`config.mk`:
```
export PLATFORM = sky130hd
export DESIGN_NAME = pish_ctrl
export DESIGN_NICKNAME = d
export VERILOG_FILES = /design/src/rtl/pish_pkg.sv /design/src/rtl/pish_ctrl.sv
export SDC_FILE = /design/constraint.sdc
export NUM_CORES = 1
export LEC_CHECK = 0
export BUFFER_PORTS_ARGS = -buffer_cell sky130_fd_sc_hd__buf_2
export CORE_MARGIN = 3
export CORE_UTILIZATION = 35
export DETAILED_ROUTE_END_ITERATION = 10
export GPL_TIMING_DRIVEN = 0
export SLEW_MARGIN = 20
export SYNTH_ARGS = -nofsm -noshare
export SYNTH_HDL_FRONTEND = slang
export SYNTH_SLANG_ARGS = --single-unit
```
`constraint.sdc`:
```
create_clock -name i_clk -period 5.1 [get_ports i_clk]
set_clock_uncertainty 0.1 [all_clocks]
set_input_delay 1.53 -clock i_clk [delete_from_list [all_inputs] [get_ports i_clk]]
set_output_delay 1.53 -clock i_clk [all_outputs]
set_load 0.02 [all_outputs]
```
`src/rtl/pish_pkg.sv`:
```
package pish_pkg;

    // Coordinate width as seen by the arithmetic; input fields are 32 bits.
    localparam int COORD_BITS = 32;
    localparam int FIELD_W    = 32;
    localparam int CW   = (COORD_BITS < FIELD_W) ? COORD_BITS : FIELD_W;
    localparam int DW   = CW + 1;        // corner differences
    localparam int XW   = 2 * DW + 1;    // cross product components
    localparam int LW   = DW;            // low slice of a cross component (unsigned)
    localparam int HW   = XW - LW;       // high slice of a cross component (signed)
    localparam int MA   = DW + 2;        // multiplier operand A
    localparam int PW   = MA + DW;       // multiplier product
    localparam int DOTW = 3 * DW + 3;    // dot product accumulator
    localparam int ROW_W = 3 * CW;       // one stored corner {x, y, z}

    localparam int NCORNER = 8;
    localparam int NPLANE  = 6;
    localparam int CORNER_W = $clog2(NCORNER);
    localparam int PLANE_W  = $clog2(NPLANE);

    localparam logic KIND_LOAD  = 1'b0;
    localparam logic KIND_QUERY = 1'b1;

    localparam logic [1:0] ROLE_A = 2'd0;
    localparam logic [1:0] ROLE_B = 2'd1;
    localparam logic [1:0] ROLE_C = 2'd2;

    localparam logic [PLANE_W-1:0] PLANE_LAST = PLANE_W'(NPLANE - 1);

    // Multiplier steps for one plane: three cross components as differences
    // of two products, then each component times P-A in a low and high slice.
    localparam int STEP_W = 4;
    localparam logic [STEP_W-1:0] M_XP  = 4'd0;
    localparam logic [STEP_W-1:0] M_XN  = 4'd1;
    localparam logic [STEP_W-1:0] M_YP  = 4'd2;
    localparam logic [STEP_W-1:0] M_YN  = 4'd3;
    localparam logic [STEP_W-1:0] M_ZP  = 4'd4;
    localparam logic [STEP_W-1:0] M_ZN  = 4'd5;
    localparam logic [STEP_W-1:0] M_XLO = 4'd6;
    localparam logic [STEP_W-1:0] M_XHI = 4'd7;
    localparam logic [STEP_W-1:0] M_YLO = 4'd8;
    localparam logic [STEP_W-1:0] M_YHI = 4'd9;
    localparam logic [STEP_W-1:0] M_ZLO = 4'd10;
    localparam logic [STEP_W-1:0] M_ZHI = 4'd11;
    localparam logic [STEP_W-1:0] STEP_LAST = M_ZHI;

    typedef struct packed {
        logic               kind;
        logic [2:0]         corner;
        logic signed [31:0] x;
        logic signed [31:0] y;
        logic signed [31:0] z;
    } t_req;

    typedef struct packed {
        logic       inside_res;
        logic [5:0] plane_signs;
    } t_res;

    typedef struct packed {
        logic                take_load;
        logic                take_query;
        logic                rd_en;
        logic [CORNER_W-1:0] rd_addr;
        logic                ld_a;
        logic                ld_b;
        logic                ld_c;
        logic                mul_en;
        logic [STEP_W-1:0]   mul_step;
        logic                sign_en;
        logic [PLANE_W-1:0]  plane;
        logic                out_load;
    } t_cmd;

    typedef struct packed {
        logic out_free;
    } t_sts;

    // Corner slot used by a plane in role A, B or C.
    function automatic logic [CORNER_W-1:0] plane_corner(
        input logic [PLANE_W-1:0] plane,
        input logic [1:0]         role
    );
        logic [3*CORNER_W-1:0] abc;
        logic [CORNER_W-1:0]   sel;
        case (plane)
            3'd0:    abc = {3'd0, 3'd1, 3'd2};
            3'd1:    abc = {3'd4, 3'd5, 3'd6};
            3'd2:    abc = {3'd0, 3'd4, 3'd5};
            3'd3:    abc = {3'd3, 3'd7, 3'd6};
            3'd4:    abc = {3'd0, 3'd4, 3'd7};
            3'd5:    abc = {3'd1, 3'd5, 3'd6};
            default: abc = '0;
        endcase
        case (role)
            ROLE_A:  sel = abc[3*CORNER_W-1:2*CORNER_W];
            ROLE_B:  sel = abc[2*CORNER_W-1:CORNER_W];
            ROLE_C:  sel = abc[CORNER_W-1:0];
            default: sel = '0;
        endcase
        return sel;
    endfunction

endpackage

```
`src/rtl/pish_ctrl.sv`:
```
module pish_ctrl (
    input  logic            i_clk,
    input  logic            i_rst_n,
    input  logic            i_in_valid,
    input  logic            i_kind,
    output logic            o_in_stall,
    input  pish_pkg::t_sts  i_sts,
    output pish_pkg::t_cmd  o_cmd
);
    import pish_pkg::*;

    localparam logic [3:0] S_IDLE = 4'd0;
    localparam logic [3:0] S_RDA  = 4'd1;
    localparam logic [3:0] S_RDB  = 4'd2;
    localparam logic [3:0] S_RDC  = 4'd3;
    localparam logic [3:0] S_DIFF = 4'd4;
    localparam logic [3:0] S_MUL  = 4'd5;
    localparam logic [3:0] S_TAIL = 4'd6;
    localparam logic [3:0] S_SIGN = 4'd7;
    localparam logic [3:0] S_DONE = 4'd8;

    logic [3:0]         r_state, n_state;
    logic [PLANE_W-1:0] r_plane, n_plane;
    logic [STEP_W-1:0]  r_step,  n_step;

    always_ff @(posedge i_clk) begin
        if (!i_rst_n) begin
            r_state <= S_IDLE;
            r_plane <= '0;
            r_step  <= '0;
        end else begin
            r_state <= n_state;
            r_plane <= n_plane;
            r_step  <= n_step;
        end
    end

    assign o_in_stall = (r_state != S_IDLE);

    always_comb begin
        n_state = r_state;
        n_plane = r_plane;
        n_step  = r_step;
        o_cmd   = '0;
        o_cmd.plane    = r_plane;
        o_cmd.mul_step = r_step;
        case (r_state)
            S_IDLE: begin
                if (i_in_valid) begin
                    if (i_kind == KIND_QUERY) begin
                        o_cmd.take_query = 1'b1;
                        n_plane = '0;
                        n_state = S_RDA;
                    end else begin
                        o_cmd.take_load = 1'b1;
                    end
                end
            end
            S_RDA: begin
                o_cmd.rd_en   = 1'b1;
                o_cmd.rd_addr = plane_corner(r_plane, ROLE_A);
                n_state = S_RDB;
            end
            S_RDB: begin
                o_cmd.rd_en   = 1'b1;
                o_cmd.rd_addr = plane_corner(r_plane, ROLE_B);
                o_cmd.ld_a    = 1'b1;
                n_state = S_RDC;
            end
            S_RDC: begin
                o_cmd.rd_en   = 1'b1;
                o_cmd.rd_addr = plane_corner(r_plane, ROLE_C);
                o_cmd.ld_b    = 1'b1;
                n_state = S_DIFF;
            end
            S_DIFF: begin
                o_cmd.ld_c = 1'b1;
                n_step  = '0;
                n_state = S_MUL;
            end
            S_MUL: begin
                o_cmd.mul_en = 1'b1;
                if (r_step == STEP_LAST) begin
                    n_state = S_TAIL;
                end else begin
                    n_step = r_step + 1'b1;
                end
            end
            S_TAIL: begin
                n_state = S_SIGN;
            end
            S_SIGN: begin
                o_cmd.sign_en = 1'b1;
                if (r_plane == PLANE_LAST) begin
                    n_state = S_DONE;
                end else begin
                    n_plane = r_plane + 1'b1;
                    n_state = S_RDA;
                end
            end
            S_DONE: begin
                if (i_sts.out_free) begin
                    o_cmd.out_load = 1'b1;
                    n_state = S_IDLE;
                end
            end
            default: begin
                n_state = S_IDLE;
            end
        endcase
    end

endmodule

```
After elaboration in Yosys (flattened, before gate mapping)

Index checks and enable logic that the tools add are counted.
Widths: inputs -> output; s select.

Flip-flop bits (word level): 11
Logic and storage cells: 58

Add/subtract/negate cells: 2
Equal/unequal tests: 20
Mux-type cells: 25
Reduce and logical (&&, ||, !) cells: 8

Operators with widths:

| operator            | count |
|---|---|
| $pmux 9 s6          | 1 |
| $pmux 4 s9          | 1 |
| $mux 4              | 6 |
| $eq 4x3->1 const B  | 4 |
| $ne 2x2->1 const B  | 6 |
| $pmux 4 s3          | 1 |
| $mux 1              | 9 |
| $mux 3              | 3 |
| $eq 4x2->1 const B  | 2 |
| $eq 4x4->1 const B  | 2 |
| $pmux 4 s2          | 1 |
| $reduce_and 4->1    | 2 |
| $eq 3x2->1 const B  | 2 |
| $eq 3x3->1 const B  | 2 |
| $pmux 3 s2          | 1 |
| $add 4x1->4 const B | 1 |
| $eq 4x1->1 const B  | 1 |
| $logic_not 4->1     | 1 |
| $mux 2              | 2 |
| $reduce_bool 2->1   | 2 |
| $reduce_bool 4->1   | 1 |
| $add 3x1->3 const B | 1 |
| $eq 3x1->1 const B  | 1 |
| $logic_not 3->1     | 1 |
| $reduce_and 2->1    | 1 |

Logic depth before layout (Yosys ltp)

Depth after elaboration: 3
Depth in mapped cells: 5
Gate-level depth less buffers: 5

Least setup slack after synthesis

Ideal clock, no wire load.

Kind: input to output
Start point: input i_kind
End point: output o_cmd[18] (netlist name)
Arrival time: 2.057 ns
Slack: 1.413 ns
Stages: 1
Path buffers: 0
Path through: nor3b_1

Longest elaborated chain between the ends: 3

Ends and longest elaborated chain:

| element            | RTL line        | source |
|---|---|---|
| start: declaration | pish_ctrl.sv:5  | `input logic i_kind,` |
| $mux 1             | pish_ctrl.sv:50 | `if (i_kind == KIND_QUERY) begin` |
| $mux 2             | pish_ctrl.sv:49 | `if (i_in_valid) begin` |
| $mux 2             | pish_ctrl.sv:47 | `case (r_state)` |
| end: declaration   | pish_ctrl.sv:8  | `output pish_pkg::t_cmd o_cmd` |

Every way passes these cells.

==> key figures <==
Clock tree
  – CTS Buf Count: 3
  – Clk_lat worst skew: 0.28 ns
  – Root buf cell: clkbuf_4
  – CTS clock-pin slew for the worst setup and hold paths: 0.07 ns
  – Resized cells post-CTS: 0
  – Clock sink total: 11
  – CTS H-tree depth: 1
  – Max clock buf depth: 2
  – Post-CTS Hold Fix Bufs: 0
  – CTS tree: yes
  – Buffer count from post-CTS setup fixing: 0

Timing
  – Worst slew margin: 74.3%
  – WHS: 0.427 ns
  – Final Cycle Share: 71.2%
  – Setup TNS: 0 ns
  – Final setup fails: 0
  – Slew at the pin with the worst max-slew slack: 0.385 ns
  – RSZ-0062 raised after global routing: false
  – Fin crit period: 3.63 ns
  – F_max: 0.275 GHz
  – Fin. Hold Viols: 0
  – Slew Viols, Final: 0

Route
  – DRT Wirelength: 2050 um
  – Iteration-0 DRC Markers: 26
  – Drt first pass iters: 4
  – Detailed-route vias per instance: 5.44
  – Via Count: 870
  – Antenna Violating Nets Remaining: 0
  – WL/cell: 12.8 um
  – Final routed DRC violation total: 0

Power
  – Switching Share: 35.2%
  – Max VDD drop: 98.1 uV
  – Sequential fraction of design power: 41.0%
  – Comb pwr share: 30.5%
  – PwrDens: 216 nW/um^2
  – Clock power frac: 28.4%
  – Leak: 0.471 nW
  – Internal power: 0.000144 W
  – Net Sw Power: 0.0000785 W

Worst setup path
  – WP data required: 3.47 ns
  – Top delay family on crit path: buffers and inverters
  – Worst Reg-to-Reg Cells: 5
  – Most frequent CP cell: buf_2
  – R2r setup slk: 3.58 ns
  – Worst-path cell chain: buf_2 > nor3b_1 > buf_2
  – CP Capture Type: output pin
  – WP buf/inv: 2
  – Arr. time, crit path: 2.00 ns
  – Slowest-stage cell, CP: buf_2
  – Crit path max fanout: 3
  – Kind of critical path: input pin to output pin
  – Crit path launch type: input pin
  – Worst r2r dst: r_plane[1]
  – Reg-to-reg startpoint: r_plane[1]
  – Slowest stage delay, CP: 0.19 ns

Global route
  – Largest net degree at the start of global routing: 11
  – Gr usage total: 14.3%
  – First-pass GRT wire length: 3520 um
  – Grt ovf: 0
  – Initial antenna violation count: 0
  – Vias in the first global route: 771

Status
  – Status: finished clean

Job
  – Max-cap violations: 0

Cells and area
  – Filler cells: 245
  – Nets@finish: 147
  – Layout cells sized above 1: 28.0%
  – N_diodes: 0
  – Area Growth Syn to Fin: 21.3%

Hold path
  – Hold Path Class: flop to flop
  – HP Start: r_step[0]
  – Hold Path Sink: r_step[0]
  – Hold Path Depth: 2

Floorplan
  – Starting Density: 37.8%
  – I/O pins: 25
  – Die height: 55.3 um
  – Die width: 55.3 um
  – Die area: 3060 sq um
  – Core Box Area: 2250 sq um
  – Standard-cell rows: 17

Synth
  – Ranking of synthesized cells by area: dfxtp_1, ha_1, a21oi_1
  – Synth area leader: dfxtp_1
  – Seq/Total Area, Yosys: 25.8%
  – Most common cell in the netlist: dfxtp_1
  – Yosys reg bits: 11
  – Post-Syn Area: 852 sq um
  – Number of synthesized flops with an enable pin: 0
  – Commonest cells in the netlist: dfxtp_1, ha_1, nand2_1
  – Top_reg_cell synth: dfxtp_1
  – Top cell type's share of synthesized area: 25.8%
  – Post-Synthesis Cells: 104
  – Library cells used by synthesis: 40
  – Synth Area per Inst: 8.19 sq um
  – Syn_nets: 118
  – Ys Warns: 0
  – Async S/R FF share, synth: 0%

Placed design
  – Routability Congestion: 0.759
  – Final HPWL DP: 1590 um
  – I/O Buffers: 24
registers in the layout, indices dropped and copies added, names as in the netlist:
| name | cells |
|---|---|
| r_state | 4 |
| r_step | 4 |
| r_plane | 3 |
placed cells by master (no fill, tap or decap), drive strengths merged, types with 2 or more instances in the layout:
cell type,instances
buf,29
dfxtp,11
nand2,9
ha,9
inv,8
nor2,7
a21oi,7
o21ai,7
clkbuf,6
nand4b,3
nor3,3
nand2b,2
nor3b,2
nand3,2
o31ai,2
nand4,2
o32ai,2
o22ai,2
layout make-up:
type / instances / area, sq um / area share [%]
Buffer: 7 / 38.8 / 3.75
Clock buffer: 4 / 26.3 / 2.54
Sequential cell: 11 / 220 / 21.3
Tap cell: 28 / 35.0 / 3.39
Timing Repair Buffer: 24 / 120 / 11.6
Multi-Input combinational cell: 78 / 563 / 54.5
Inverter: 8 / 30.0 / 2.91
routing by layer:
layer	wire length (um)	vias to the layer above	track usage (%)
li1	-	438	-
met1	953	401	18.1
met2	923	27	22.3
met3	134	4	3.50
met4	41	0	7.29
met5	0	-	0
power by group through the flow:
| stage | registers [W] | logic, W | clock network [W] |
|---|---|---|---|
| 2_1_floorplan | 0.0000927 | 0.0000491 | 0 |
| 3_3_place_gp | 0.0000936 | 0.0000675 | 0 |
| 3_5_place_dp | 0.0000937 | 0.0000682 | 0 |
| 4_1_cts | 0.0000916 | 0.0000683 | 0.0000657 |
| 5_1_grt | 0.0000919 | 0.0000749 | 0.0000694 |
| 6_report | 0.0000915 | 0.0000680 | 0.0000633 |
metrics by stage:
step	setup WS [ns]	area [sq um]	total power (W)	cells	util, %
after floorplan	1.41	852	0.000142	104	-
after global placement	1.48	1010	0.000161	156	44.7
after detailed placement	1.46	1010	0.000162	156	44.7
after CTS	1.46	1030	0.000226	160	45.8
after global routing	1.32	1030	0.000236	160	45.8
final	1.47	1030	0.000223	160	45.8
tightest hold or removal path, cell delays in order, from the launching register on:
cell	delay, ns
dfxtp_1	0.34
o21ai_0	0.08
a21oi_1	0.07
cell families (layout without fill, tap and decap cells):
kind of cell	count (synthesis)	in the layout	synth area share (%)
simple gates	40	40	28.2
compound gates	27	27	21.0
buf+inv	15	43	8.08
flops	11	11	25.8
fa+ha+maj	9	9	13.2
xor+xnor	1	1	1.03
mux	1	1	2.64
worst max path at each step:
stage,slack [ns],cells past startpoint,start,end
2_1_floorplan,1.41,1,i_kind,o_cmd[18]
3_3_place_gp,1.48,3,i_kind,o_cmd[18]
3_5_place_dp,1.46,3,i_kind,o_cmd[18]
4_1_cts,1.46,3,i_kind,o_cmd[18]
5_1_grt,1.32,6,r_plane[1],o_cmd[13]
6_report,1.47,3,i_kind,o_cmd[18]
Power figures use the tool's default switching activity.
